$ cat config.mk
export PLATFORM = sky130hd
export DESIGN_NAME = svie_ctrl
export DESIGN_NICKNAME = d
export VERILOG_FILES = /design/src/design/svie_pkg.sv /design/src/design/svie_ctrl.sv
export SDC_FILE = /design/constraint.sdc
export NUM_CORES = 1
export LEC_CHECK = 0
export ABC_CLOCK_PERIOD_IN_PS = 1700
export BUFFER_PORTS_ARGS = -buffer_cell sky130_fd_sc_hd__buf_4
export CORE_MARGIN = 3
export CORE_UTILIZATION = 43
export DETAILED_ROUTE_END_ITERATION = 6
export MAX_ROUTING_LAYER = met4
export PLACE_DENSITY = 0.71
export SLEW_MARGIN = 10
export SYNTH_ARGS = -nofsm -noshare
export SYNTH_HDL_FRONTEND = slang
export SYNTH_SLANG_ARGS = --single-unit
$ cat constraint.sdc
create_clock -name clk -period 1.7 [get_ports clk]
set_clock_uncertainty 0.05 [all_clocks]
set_input_delay 0.17 -clock clk [delete_from_list [all_inputs] [get_ports clk]]
set_output_delay 0.17 -clock clk [all_outputs]
set_load 0.005 [all_outputs]
$ cat src/design/svie_pkg.sv
// Package for the stack machine execute unit: opcodes, status codes, controller types.
package svie_pkg;

  localparam int NUM_REGS_DEF   = 16;
  localparam int DATA_WORDS_DEF = 1024;
  localparam int PC_INDEX_DEF   = 15;
  localparam int SP_INDEX_DEF   = 14;
  localparam int BP_INDEX_DEF   = 13;

  localparam logic [5:0] OP_END     = 6'd0;
  localparam logic [5:0] OP_JUMP    = 6'd8;
  localparam logic [5:0] OP_JCON    = 6'd9;
  localparam logic [5:0] OP_ADD     = 6'd10;
  localparam logic [5:0] OP_SUB     = 6'd11;
  localparam logic [5:0] OP_MUL     = 6'd12;
  localparam logic [5:0] OP_DIV     = 6'd13;
  localparam logic [5:0] OP_LOAD    = 6'd14;
  localparam logic [5:0] OP_STORE   = 6'd15;
  localparam logic [5:0] OP_AND     = 6'd16;
  localparam logic [5:0] OP_OR      = 6'd17;
  localparam logic [5:0] OP_MOV     = 6'd19;
  localparam logic [5:0] OP_SET     = 6'd20;
  localparam logic [5:0] OP_EQ      = 6'd21;
  localparam logic [5:0] OP_MOD     = 6'd27;
  localparam logic [5:0] OP_SYSCALL = 6'd30;
  localparam logic [5:0] OP_BPLOAD  = 6'd31;
  localparam logic [5:0] OP_BPSTORE = 6'd32;
  localparam logic [5:0] OP_CALL    = 6'd33;
  localparam logic [5:0] OP_RET     = 6'd34;
  localparam logic [5:0] OP_PUSH    = 6'd35;
  localparam logic [5:0] OP_POP     = 6'd36;
  localparam logic [5:0] OP_ADDIM   = 6'd38;
  localparam logic [5:0] OP_SUBIM   = 6'd39;
  localparam logic [5:0] OP_RETCON  = 6'd40;
  localparam logic [5:0] OP_CALLCON = 6'd41;

  localparam logic [1:0] ST_OK      = 2'd0;
  localparam logic [1:0] ST_HALT    = 2'd1;
  localparam logic [1:0] ST_SYSCALL = 2'd2;
  localparam logic [1:0] ST_FAULT   = 2'd3;

  // controller states
  typedef enum logic [8:0] {
    S_CLEAR = 9'b000000001,
    S_IDLE  = 9'b000000010,
    S_RDA   = 9'b000000100,  // read register operands
    S_CHK   = 9'b000001000,  // check indices, compute address
    S_MEM   = 9'b000010000,  // memory read/write
    S_DIV   = 9'b000100000,  // divider iterating
    S_WB    = 9'b001000000,  // register writeback
    S_WB2   = 9'b010000000,  // second register writeback
    S_OUT   = 9'b100000000
  } state_t;

  typedef struct packed {
    logic clr_step;   // advance clearing pass
    logic latch;      // capture request
    logic rd_regs;    // register operands and SP/BP/PC
    logic check;      // evaluate checks
    logic mem_go;     // do memory access
    logic div_start;
    logic wb1;
    logic wb2;
    logic out_load;
  } cmd_t;

  typedef struct packed {
    logic clr_done;
    logic fault;
    logic needs_mem;
    logic needs_div;
    logic div_done;
    logic needs_wb2;
    logic no_wb;
  } stat_t;

endpackage

$ cat src/design/svie_ctrl.sv
// Controller state machine sequencing one instruction through the datapath.
module svie_ctrl import svie_pkg::*; (
  input  logic  clk,
  input  logic  rst_n,
  input  logic  in_valid,
  output logic  in_stall,
  output logic  out_valid,
  input  logic  out_stall,
  input  stat_t st,
  output cmd_t  cmd
);
  state_t state_r, state_nxt;
  logic   ov_r, ov_nxt;

  assign in_stall  = (state_r != S_IDLE) || ov_r;
  assign out_valid = ov_r;

  // next state and commands
  always_comb begin
    state_nxt = state_r;
    cmd       = '0;
    ov_nxt    = ov_r && out_stall;
    case (state_r)
      S_CLEAR: begin
        cmd.clr_step = 1'b1;
        if (st.clr_done) state_nxt = S_IDLE;
      end
      S_IDLE: begin
        if (in_valid && !ov_r) begin
          cmd.latch = 1'b1;
          state_nxt = S_RDA;
        end
      end
      S_RDA: begin
        cmd.rd_regs = 1'b1;
        state_nxt   = S_CHK;
      end
      S_CHK: begin
        cmd.check = 1'b1;
        state_nxt = S_OUT;
        if (!st.fault) begin
          if (st.needs_div) begin
            cmd.div_start = 1'b1;
            state_nxt     = S_DIV;
          end else if (st.needs_mem) state_nxt = S_MEM;
          else if (!st.no_wb) state_nxt = S_WB;
        end
      end
      S_MEM: begin
        cmd.mem_go = 1'b1;
        state_nxt  = st.no_wb ? S_OUT : S_WB;
      end
      S_DIV: begin
        if (st.div_done) state_nxt = S_WB;
      end
      S_WB: begin
        cmd.wb1   = 1'b1;
        state_nxt = st.needs_wb2 ? S_WB2 : S_OUT;
      end
      S_WB2: begin
        cmd.wb2   = 1'b1;
        state_nxt = S_OUT;
      end
      S_OUT: begin
        if (!ov_r) begin
          cmd.out_load = 1'b1;
          ov_nxt       = 1'b1;
          state_nxt    = S_IDLE;
        end
      end
      default: state_nxt = S_IDLE;
    endcase
  end

  always_ff @(posedge clk) begin
    if (!rst_n) begin
      state_r <= S_CLEAR;
      ov_r    <= 1'b0;
    end else begin
      state_r <= state_nxt;
      ov_r    <= ov_nxt;
    end
  end
endmodule

==> impl_table.tex, run 1 <==
\begin{tabular}{lr}
\hline
Metric & Value \\
\hline
\multicolumn{2}{l}{\textbf{Die}} \\
Std-Cell Rows & 13 \\
Die extent in y & 46.0 microns \\
Top-level port count & 22 \\
Die extent in x & 46.0 microns \\
Initial Utilization & between 40\% and 50\% \\
Area of the die & roughly 2100 sq um \\
Core region area & 1400 sq um \\
\multicolumn{2}{l}{\textbf{Pwr}} \\
P\_leak & 0.562 nW \\
Overall Power & about 0.63 mW \\
Worst IR drop on VDD & between 0.5 and 0.6 mV \\
Power per cell area & 473 nW/um\^{}2 \\
\multicolumn{2}{l}{\textbf{Cells and area}} \\
Layout Area Growth over Synthesis & 93.1\% \\
Fin cells & 148 \\
Number of nets in the layout & 146 \\
Diodes inserted & 0 \\
Proportion of layout cells with a drive suffix above 1 & between 60\% and 70\% \\
\multicolumn{2}{l}{\textbf{GRT}} \\
Met2 routing resource usage after global routing & between 40\% and 50\% \\
GR Layer Usage met1 & between 20\% and 30\% \\
Antenna violations before repair & 0 \\
Fraction of met3 tracks used by global routing & under 10\% \\
Number of global-route vias before repair & roughly 880 \\
Layer with the highest usage after global routing & met2 \\
GR Util All Layers & 27.7\% \\
Pin count of the biggest net entering global routing & 8 \\
First-pass GRT wire length & about 4000 microns \\
Grt total ovfl & 0 \\
\multicolumn{2}{l}{\textbf{Logic synthesis}} \\
Multiplexer share of the synthesized area & 0\% \\
Post-Synthesis Net Count & 91 \\
Number of library cell types mapped by synthesis & between 40 and 50 \\
Post-Synth Simple-Gate Area & 44.6\% \\
Number of synthesized register bits & 10 \\
Dominant combinational cell family by area after synthesis & simple AND/OR/NAND/NOR gates \\
Syn Area/Cell & 8.62 sq um \\
Number of flops mapped to enable cells by yosys & 0 \\
Total number of yosys warnings & 0 \\
Flip-flop cell with the highest count after synthesis & sky130\_fd\_sc\_hd\_\_dfxtp\_1 \\
Compound-gate portion of the synthesized area & between 10\% and 20\% \\
Fraction of the yosys area taken by sequential cells & 29.0\% \\
Mapped Cells & 80 \\
Xor/xnor share of the synthesized area & between 2 and 3\% \\
FFs w/ async S/R, synth & 0\% \\
Cell area after technology mapping & 689 sq um \\
Area share of fa/ha/maj cells after synthesis & 0\% \\
\multicolumn{2}{l}{\textbf{Timing}} \\
RSZ-0062 raised after global routing & yes \\
Count of final hold-check violations & 0 \\
Transition time of the tightest slew-check pin & roughly 0.52 ns \\
Final worst setup slack & -0.593 ns \\
Number of setup violations in the final report & 17 \\
Fmax & between 400 and 500 MHz \\
Minimum period implied by the final worst setup slack & between 2 and 2.5 ns \\
Pins over their slew limit & 0 \\
Worst slew slack as a fraction of its limit & between 60 and 70\% \\
Post-route clock period utilization & 135\% \\
\multicolumn{2}{l}{\textbf{Placement}} \\
Routability congestion estimate from global placement & between 0.8 and 0.9 \\
Number of instances in the placed design & between 100 and 150 \\
Total half-perimeter wirelength after legalization and detailed placement & approximately 1600 microns \\
I/O Buffers & 21 \\
\multicolumn{2}{l}{\textbf{Route}} \\
DRC errors left & 0 \\
Detailed Route WL & 3650 microns \\
Number of search-and-repair iterations in the first detailed-routing pass & 4 \\
Avg Vias per Cell & slightly below 7 \\
Count of nets left with antenna violations after detail routing & 0 \\
Via count & 1027 \\
Number of DRC violations after detailed-routing iteration 0 & between 100 and 150 \\
Wire per inst & $\sim$25 microns \\
\multicolumn{2}{l}{\textbf{Clock network}} \\
\# hold bufs at CTS & 0 \\
CTS Root Cell & sky130\_fd\_sc\_hd\_\_clkbuf\_4 \\
Number of clock buffers inserted by TritonCTS & 3 \\
Count of clock tree sinks & 10 \\
H-tree levels & 1 \\
Maximum root-to-sink buffer count & 2 \\
Clock insertion delay at the later pin of the skew report & 0.28 ns \\
CTS tree & done \\
Clock slew at reported path FFs & 0.08 ns \\
\multicolumn{2}{l}{\textbf{Min path}} \\
Class of the worst hold path & input port to register \\
\multicolumn{2}{l}{\textbf{Critical path}} \\
Biggest fanout along the worst timing path & 2 \\
Setup CP Type & register to primary output \\
Data arrival time of the critical path & around 2.1 ns \\
Capturing element type of the critical path & primary output \\
Category of the worst setup path launch point & register \\
Required time of the critical path & 1.48 ns \\
\multicolumn{2}{l}{\textbf{Job}} \\
Number of maximum-capacitance constraint violations & 0 \\
\multicolumn{2}{l}{\textbf{Outcome}} \\
Violated checks & setup timing \\
Status & complete, but fails checks \\
\hline
\end{tabular}
worst max-delay path, stage by stage (launching register included):
cell	delay, ns
sky130_fd_sc_hd__dfxtp_4	0.35
sky130_fd_sc_hd__or4_4	0.54
sky130_fd_sc_hd__or4_4	0.45
sky130_fd_sc_hd__nor4b_4	0.29
sky130_fd_sc_hd__buf_4	0.17
kinds of logic (layout without fill, tap and decap cells):
logic type / count (synthesis) / in the layout
AO/OA/AOI/OAI: 17 / 17
XOR/XNOR: 2 / 2
buffers and inverters: 7 / 60
flip-flops: 10 / 10
AND/OR/NAND/NOR: 44 / 44
placed cells by master (no fill, tap or decap), types with 2 or more instances in the layout:
| master | n |
|---|---|
| sky130_fd_sc_hd__o21ai_0 | 2 |
| sky130_fd_sc_hd__or4_4 | 2 |
| sky130_fd_sc_hd__nor2_1 | 2 |
| sky130_fd_sc_hd__nand2b_1 | 2 |
| sky130_fd_sc_hd__nor4_4 | 2 |
| sky130_fd_sc_hd__buf_6 | 7 |
| sky130_fd_sc_hd__nor3_2 | 2 |
| sky130_fd_sc_hd__clkbuf_4 | 3 |
| sky130_fd_sc_hd__buf_4 | 46 |
| sky130_fd_sc_hd__nor3_4 | 2 |
| sky130_fd_sc_hd__nor3b_1 | 4 |
| sky130_fd_sc_hd__dfxtp_1 | 7 |
| sky130_fd_sc_hd__xor2_1 | 2 |
| sky130_fd_sc_hd__a31oi_1 | 2 |
| sky130_fd_sc_hd__inv_1 | 4 |
| sky130_fd_sc_hd__nand2_1 | 3 |
| sky130_fd_sc_hd__nor4b_4 | 3 |
| sky130_fd_sc_hd__dfxtp_2 | 2 |
per-stage QoR:
step	setup slack, ns	area [sq um]	hold WS, ns	setup TNS (ns)	util, %
4_1_cts	-0.477	1130	0.0346	-3.51	80.5
2_1_floorplan	-0.129	697	0.186	-0.261	-
5_1_grt	-0.648	1330	0.0422	-6.17	95.2
6_report	-0.593	1330	0.0408	-5.49	95.2
3_3_place_gp	-0.175	971	0.318	-0.647	69.4
3_5_place_dp	-0.192	971	0.320	-0.908	69.4
registers in the layout, indices dropped and copies added, names as in the netlist:
register	flops
state_r	9
out_valid	1
repair_timing:
| action | 4_1_cts | 5_1_grt |
|---|---|---|
| setup buffers | 8 | 9 |
| pin swaps | 6 | 5 |
| endpoints found under the setup margin | 14 | 17 |
| gates resized for setup | 14 | 29 |
path summary, 6_finish.rpt:
check / startpoint / endpoint / slack, ns / cells after the start
max: state_r[4] / cmd[0] / -0.59 / 4
min: st[6] / state_r[0] / 0.04 / 2
max reg2reg: state_r[4] / state_r[6] / -0.46 / 8
min reg2reg: state_r[0] / state_r[0] / 0.61 / 2
layout make-up:
cell class,count,area (sq um)
inverter,4,15.0
sequential,10,206
clock buffer,3,22.5
multi-input combinational,63,644
fill,34,67.6
timing repair buffer,53,424
tap,15,18.8
cell usage after synthesis (2+ instances only):
cell / n / area, sq um
sky130_fd_sc_hd__nor3b_1: 6 / 45.0
sky130_fd_sc_hd__or4_4: 2 / 22.5
sky130_fd_sc_hd__nor2_1: 4 / 15.0
sky130_fd_sc_hd__and3_1: 2 / 12.5
sky130_fd_sc_hd__nor3_1: 5 / 25.0
sky130_fd_sc_hd__nand2b_1: 3 / 18.8
sky130_fd_sc_hd__xor2_1: 2 / 17.5
sky130_fd_sc_hd__nand3_1: 2 / 10.0
sky130_fd_sc_hd__a31oi_1: 2 / 12.5
sky130_fd_sc_hd__nand2_1: 5 / 18.8
sky130_fd_sc_hd__o21ai_0: 2 / 10.0
sky130_fd_sc_hd__dfxtp_1: 10 / 200
sky130_fd_sc_hd__inv_1: 4 / 15.0
sky130_fd_sc_hd__nor4b_1: 3 / 26.3
report_power, final:
part	total (mW)	internal, mW	switching [mW]
combinational	0.209	0.109	0.100
sequential	0.249	0.239	0.0105
clock	0.172	0.0821	0.0904
routing by layer:
metal | vias up | share of wire [%] | wire length (microns)
li1 | 416 | - | -
met1 | 482 | 35 | 1260
met2 | 102 | 47 | 1710
met3 | 27 | 12 | 456
met4 | 0 | 6.1 | 224
met5 | - | 0 | 0
Power figures use the tool's default switching activity.
==> inputs of run 2 (changes only) <==
Settings changed: ABC_CLOCK_PERIOD_IN_PS 1700 to 2000.
Clock period 1.7 ns to 2 ns, I/O delays scaled along.
==> run 2 against run 1 <==
  * The run still ends with setup timing left
  * Sequential power decreased by 16%
  * Cell area decreased by 20%
  * Clock-buffer cell count unchanged
  * Utilization decreased by 19 points
  * Non-clock buffer count decreased by 15
  * Sequential share of layout area increased by 3.7 points
  * Global-route usage decreased by 4.2 points
  * Hold slack improved by 0.028 ns
  * Combinational power decreased by 48%
  * Critical path type unchanged
  * Critical endpoint unchanged
==> impl_table.tex, run 2 (synthesized netlist as in run 1, its figures left out) <==
\begin{tabular}{lr}
\hline
Metric & Value \\
\hline
\multicolumn{2}{l}{\textbf{Outcome}} \\
Status & complete, but fails checks \\
Violated checks & setup timing \\
\multicolumn{2}{l}{\textbf{GRT}} \\
GR Util All Layers & about a quarter \\
Number of global-route vias before repair & between 700 and 800 \\
First-pass GRT wire length & about 3400 microns \\
Antenna violations before repair & 0 \\
Grt total ovfl & 0 \\
Pin count of the biggest net entering global routing & 9 \\
\multicolumn{2}{l}{\textbf{Placement}} \\
Routability congestion estimate from global placement & roughly 0.83 \\
Post-Place Cell Area & just over 900 sq um \\
Number of instances in the placed design & approximately 120 \\
I/O Buffers & 21 \\
Worst setup slack before clock tree synthesis & $\sim$0.084 ns \\
Total half-perimeter wirelength after legalization and detailed placement & between 1500 and 2000 microns \\
\multicolumn{2}{l}{\textbf{Timing}} \\
Minimum period implied by the final worst setup slack & between 2 and 2.5 ns \\
Final worst setup slack & -0.281 ns \\
Transition time of the tightest slew-check pin & 0.659 ns \\
Number of setup violations in the final report & 3 \\
Post-route clock period utilization & 114\% \\
Fmax & around 440 MHz \\
Count of final hold-check violations & 0 \\
Pins over their slew limit & 0 \\
RSZ-0062 raised after global routing & yes \\
Worst slew slack as a fraction of its limit & between 50\% and 60\% \\
\multicolumn{2}{l}{\textbf{Min path}} \\
Hold path startpoint & st[6] \\
Hold path depth & 2 \\
Worst hold path endpoint & state\_r[0] \\
Class of the worst hold path & input port to register \\
\multicolumn{2}{l}{\textbf{Route}} \\
Wire per inst & between 15 and 20 microns \\
Avg Vias per Cell & 6.15 \\
DRC errors left & 0 \\
Number of DRC violations after detailed-routing iteration 0 & 20 \\
Detailed Route WL & between 2000 and 2500 microns \\
Count of nets left with antenna violations after detail routing & 0 \\
Via count & approximately 820 \\
Number of search-and-repair iterations in the first detailed-routing pass & 4 \\
\multicolumn{2}{l}{\textbf{Clock network}} \\
CTS Root Cell & sky130\_fd\_sc\_hd\_\_clkbuf\_4 \\
Maximum root-to-sink buffer count & 2 \\
\# hold bufs at CTS & 0 \\
H-tree levels & 1 \\
Clock slew at reported path FFs & around 0.07 ns \\
Number of clock buffers inserted by TritonCTS & 3 \\
CTS tree & done \\
Clock insertion delay at the later pin of the skew report & between 0.2 and 0.3 ns \\
Count of clock tree sinks & 10 \\
\multicolumn{2}{l}{\textbf{Critical path}} \\
Biggest fanout along the worst timing path & 2 \\
Data arrival time of the critical path & just over 2 ns \\
Crit-path slowest cell & sky130\_fd\_sc\_hd\_\_or4\_4 \\
Category of the worst setup path launch point & register \\
Required time of the critical path & approximately 1.8 ns \\
R2r setup slk & -0.14 ns \\
Kind of cell adding the most delay to the critical path & simple AND/OR/NAND/NOR gates \\
Cell chain of the critical path & or4\_4 -> or4\_4 -> nor4b\_4 -> buf\_4 \\
CP most frequent cell & sky130\_fd\_sc\_hd\_\_or4\_4 \\
Maximum single-stage delay on the critical path & roughly 0.53 ns \\
Capturing element type of the critical path & primary output \\
Setup CP Type & register to primary output \\
Count of cells along the worst register-to-register path & 8 \\
Worst flop-to-flop path startpoint & state\_r[4] \\
Worst Path Buf+Inv & 1 \\
Endpoint of the worst-slack reg-to-reg timing path & state\_r[6] \\
\multicolumn{2}{l}{\textbf{Die}} \\
Std-Cell Rows & 13 \\
Area of the die & between 2000 and 2500 sq um \\
Top-level port count & 22 \\
Core region area & about 1400 sq um \\
Die extent in x & 46.0 microns \\
Initial Utilization & between 40\% and 50\% \\
Die extent in y & roughly 46 microns \\
\multicolumn{2}{l}{\textbf{Pwr}} \\
Internal power of the cells & 0.327 mW \\
Net load switching power & 0.133 mW \\
Worst IR drop on VDD & approximately 0.42 mV \\
Power per cell area & approximately 430 nW/um\^{}2 \\
Overall Power & approximately 0.46 mW \\
Fraction of power consumed by combinational cells & a little under a quarter \\
Clock share of power & between 30 and 40\% \\
Register share of total power & around 45\% \\
P\_leak & 0.459 nW \\
Switching Fraction & $\sim$29\% \\
\multicolumn{2}{l}{\textbf{Cells and area}} \\
Number of nets in the layout & approximately 130 \\
Fin cells & around 130 \\
Largest register by flop count & state\_r \\
Proportion of layout cells with a drive suffix above 1 & slightly below 50\% \\
Layout Area Growth over Synthesis & 53.7\% \\
Final design area excluding fillers & between 1000 and 1500 sq um \\
Largest register FFs & 9 \\
Most frequent standard cell in the layout excluding fill and tap cells & sky130\_fd\_sc\_hd\_\_buf\_4 \\
Most used cells in the layout excluding fill and tap cells & 37 x sky130\_fd\_sc\_hd\_\_buf\_4, 7 x sky130\_fd\_sc\_hd\_\_dfxtp\_1, 5 x sky130\_fd\_sc\_hd\_\_nand2\_1 \\
Diodes inserted & 0 \\
\multicolumn{2}{l}{\textbf{Job}} \\
Number of maximum-capacitance constraint violations & 0 \\
\hline
\end{tabular}
## run 2: through the flow
stage | utilization, % | hold WS [ns] | TNS (ns)
2_1_floorplan | - | 0.216 | 0
3_3_place_gp | 66.6 | 0.351 | 0
3_5_place_dp | 66.6 | 0.353 | 0
4_1_cts | 72.5 | 0.0635 | -0.631
5_1_grt | 75.8 | 0.0691 | -0.940
6_report | 75.8 | 0.0686 | -0.551
## run 2: area by class of cell
| type | count | area [sq um] |
|---|---|---|
| clock buffers | 3 | 22.5 |
| fillers | 104 | 339 |
| inverters | 4 | 15.0 |
| multi-input cells | 63 | 510 |
| flip-flops and latches | 10 | 204 |
| well taps | 15 | 18.8 |
| repair buffers | 38 | 289 |
## run 2: worst max-delay path by stage
| stage | cells past startpoint | end | from |
|---|---|---|---|
| 6_report | 4 | cmd[0] | state_r[4] |
| 5_1_grt | 4 | cmd[0] | state_r[4] |
| 4_1_cts | 4 | cmd[0] | state_r[4] |
| 3_5_place_dp | 4 | cmd[0] | state_r[4] |
| 3_3_place_gp | 4 | cmd[0] | state_r[4] |
| 2_1_floorplan | 5 | out_valid | state_r[6] |
## run 2: power by group through the flow
stage               logic [mW]  registers (mW)  clock network, mW
global route             0.118           0.208              0.156
floorplan               0.0443           0.215                  0
CTS                      0.103           0.208              0.149
finish                   0.109           0.208              0.143
global placement        0.0990           0.213                  0
detailed placement       0.100           0.213                  0
## run 2: what timing repair did
| item | 4_1_cts | 5_1_grt |
|---|---|---|
| gates cloned | 0 | 0 |
| buffers inserted | 4 | 2 |
| gates resized for setup | 6 | 7 |
| pin swaps | 3 | 5 |
| setup endpoints to repair | 4 | 11 |
## run 2: worst reg2reg max path, cell delays in order (launching register included)
cell	delay, ns
sky130_fd_sc_hd__dfxtp_2	0.32
sky130_fd_sc_hd__or4_4	0.53
sky130_fd_sc_hd__buf_4	0.15
sky130_fd_sc_hd__buf_6	0.11
sky130_fd_sc_hd__nor4_4	0.22
sky130_fd_sc_hd__buf_4	0.15
sky130_fd_sc_hd__buf_4	0.10
sky130_fd_sc_hd__nand2_1	0.07
sky130_fd_sc_hd__a2111oi_2	0.32
## run 2: routing by layer
layer  vias up  global-route usage (%)  wire [microns]
met1       390                    27.5             942
met3         7                    6.32             163
met5         -                       -               0
met2        36                    36.8            1130
li1        385                       -               -
met4         0                    10.8              43
==> inputs of run 3 (changes only) <==
==> constraint.sdc (replaced) <==
create_clock -name clk -period 2 [get_ports clk]
set_clock_uncertainty 0.05 [all_clocks]
set_input_delay 0.1 -clock clk [delete_from_list [all_inputs] [get_ports clk]]
set_output_delay 0.1 -clock clk [all_outputs]
set_load 0.005 [all_outputs]
==> run 3 against run 2 <==
  * The run still ends with setup timing left
  * Hold slack got worse by 0.061 ns
  * Global-route usage down 2.0 points
  * Sequential power about the same
  * First-iteration DRC count decreased by 40%
  * Critical path type unchanged
  * Highest routed layer unchanged
==> impl_table.tex, run 3 (synthesized netlist as in run 1, its figures left out) <==
\begin{tabular}{lr}
\hline
Metric & Value \\
\hline
\multicolumn{2}{l}{\textbf{Critical path}} \\
Biggest fanout along the worst timing path & 5 \\
Capturing element type of the critical path & primary output \\
Required time of the critical path & between 1.5 and 2 ns \\
Category of the worst setup path launch point & register \\
Data arrival time of the critical path & $\sim$2 ns \\
Setup CP Type & register to primary output \\
\multicolumn{2}{l}{\textbf{Placement}} \\
Routability congestion estimate from global placement & 0.810 \\
Worst setup slack before clock tree synthesis & 0.130 ns \\
Number of instances in the placed design & 122 \\
Total half-perimeter wirelength after legalization and detailed placement & 1490 microns \\
I/O Buffers & 21 \\
\multicolumn{2}{l}{\textbf{Timing}} \\
Final-layout worst hold slack & roughly 0.0077 ns \\
Transition time of the tightest slew-check pin & $\sim$0.56 ns \\
Count of final hold-check violations & 0 \\
Post-route clock period utilization & 108\% \\
Worst slew slack as a fraction of its limit & 62.4\% \\
RSZ-0062 raised after global routing & yes \\
Final worst setup slack & -0.152 ns \\
Minimum period implied by the final worst setup slack & about 2.2 ns \\
Number of setup violations in the final report & 3 \\
Fmax & 465 MHz \\
Sum Neg Setup Slack & -0.205 ns \\
Pins over their slew limit & 0 \\
\multicolumn{2}{l}{\textbf{Cells and area}} \\
Proportion of layout cells with a drive suffix above 1 & a little over two fifths \\
Number of nets in the layout & around 130 \\
Diodes inserted & 0 \\
Layout Area Growth over Synthesis & 49.9\% \\
Most frequent standard cell in the layout excluding fill and tap cells & sky130\_fd\_sc\_hd\_\_buf\_4 \\
Fin cells & approximately 130 \\
Largest register by flop count & state\_r \\
Most used cells in the layout excluding fill and tap cells & 34 x sky130\_fd\_sc\_hd\_\_buf\_4, 9 x sky130\_fd\_sc\_hd\_\_dfxtp\_1, 6 x sky130\_fd\_sc\_hd\_\_nor3b\_1 \\
Largest register FFs & 9 \\
\multicolumn{2}{l}{\textbf{Route}} \\
Metal1 wirelength & a little under 900 microns \\
Via count & approximately 800 \\
Count of nets left with antenna violations after detail routing & 0 \\
Wire per inst & roughly 15 microns \\
Sum of met2 wire segment lengths after detailed routing & slightly below 1000 microns \\
Detailed Route WL & 2030 microns \\
Number of search-and-repair iterations in the first detailed-routing pass & 4 \\
DRC errors left & 0 \\
Avg Vias per Cell & 6.08 \\
Met3 Wirelength & approximately 120 microns \\
Number of DRC violations after detailed-routing iteration 0 & 12 \\
Top routing layer used & met4 \\
\multicolumn{2}{l}{\textbf{GRT}} \\
First-pass GRT wire length & $\sim$3200 microns \\
Pin count of the biggest net entering global routing & 9 \\
GR Util All Layers & between 20\% and 30\% \\
Number of global-route vias before repair & around 690 \\
Antenna violations before repair & 0 \\
Grt total ovfl & 0 \\
\multicolumn{2}{l}{\textbf{Clock network}} \\
Clock slew at reported path FFs & about 0.08 ns \\
Number of clock buffers inserted by TritonCTS & 3 \\
Clock insertion delay at the later pin of the skew report & 0.28 ns \\
CTS tree & done \\
Maximum root-to-sink buffer count & 2 \\
H-tree levels & 1 \\
Count of clock tree sinks & 10 \\
CTS Root Cell & sky130\_fd\_sc\_hd\_\_clkbuf\_4 \\
\multicolumn{2}{l}{\textbf{Die}} \\
Die extent in y & 46.0 microns \\
Initial Utilization & $\sim$49\% \\
Core region area & about 1400 sq um \\
Std-Cell Rows & 13 \\
Top-level port count & 22 \\
Area of the die & roughly 2100 sq um \\
Die extent in x & 46.0 microns \\
\multicolumn{2}{l}{\textbf{Outcome}} \\
Violated checks & setup timing \\
Status & complete, but fails checks \\
\multicolumn{2}{l}{\textbf{Pwr}} \\
Power per cell area & about 490 nW/um\^{}2 \\
Worst IR drop on VDD & 0.468 mV \\
Overall Power & approximately 0.51 mW \\
P\_leak & around 0.44 nW \\
\multicolumn{2}{l}{\textbf{Job}} \\
Number of maximum-capacitance constraint violations & 0 \\
\multicolumn{2}{l}{\textbf{Min path}} \\
Class of the worst hold path & input port to register \\
\hline
\end{tabular}
run 3: changes by cell type in the layout (fill, tap and decap cells not counted), sizes merged:
cell,previous run,this run
buf,38,34
dlygate4sd3,0,2
clkbuf,3,4
run 3: layout make-up:
| cell class | count | area (sq um) |
|---|---|---|
| multi-input combinational | 63 | 484 |
| fill | 110 | 365 |
| timing repair buffer | 36 | 275 |
| sequential | 10 | 204 |
| clock buffer | 4 | 36.3 |
| tap | 15 | 18.8 |
| inverter | 4 | 15.0 |
run 3: path summary, 6_finish.rpt:
| check | startpoint | endpoint | slack, ns | cells past startpoint |
|---|---|---|---|---|
| hold reg to reg | state_r[0] | state_r[8] | 0.62 | 2 |
| setup / recovery | state_r[4] | cmd[0] | -0.15 | 4 |
| hold / removal | st[1] | state_r[7] | 0.008 | 2 |
| setup reg to reg | state_r[4] | state_r[6] | 0.03 | 5 |
run 3: metrics by stage:
stage	util, %	area (sq um)
floorplan	-	689
global placement	65.6	917
detailed placement	65.6	917
CTS	69.7	975
global route	73.9	1030
finish	73.9	1030
run 3: worst max-delay path, stage by stage (launching register included):
cell                      delay, ns
sky130_fd_sc_hd__dfxtp_4       0.36
sky130_fd_sc_hd__or4_4         0.54
sky130_fd_sc_hd__or4_4         0.44
sky130_fd_sc_hd__nor4b_4       0.23
sky130_fd_sc_hd__buf_4         0.15
run 3: what timing repair did:
item / CTS / global route
gates cloned: 0 / 0
pin swaps: 0 / 1
endpoints found under the hold margin: 1 / 0
setup endpoints to repair: 3 / 7
resized for setup: 1 / 5
buffers inserted: 0 / 4
hold buffers: 2 / 0
run 3: routing by layer:
metal / vias up / global-route usage (%)
met4: 0 / 6.82
met1: 381 / 28.2
li1: 382 / -
met2: 30 / 31.3
met5: - / -
met3: 9 / 5.93
run 3: report_power, final:
group          internal, mW  switching [mW]  total (mW)
Combinational        0.0573          0.0524       0.110
Sequential            0.203         0.00472       0.207
Clock                 0.111          0.0822       0.193
Total                 0.371           0.139       0.510
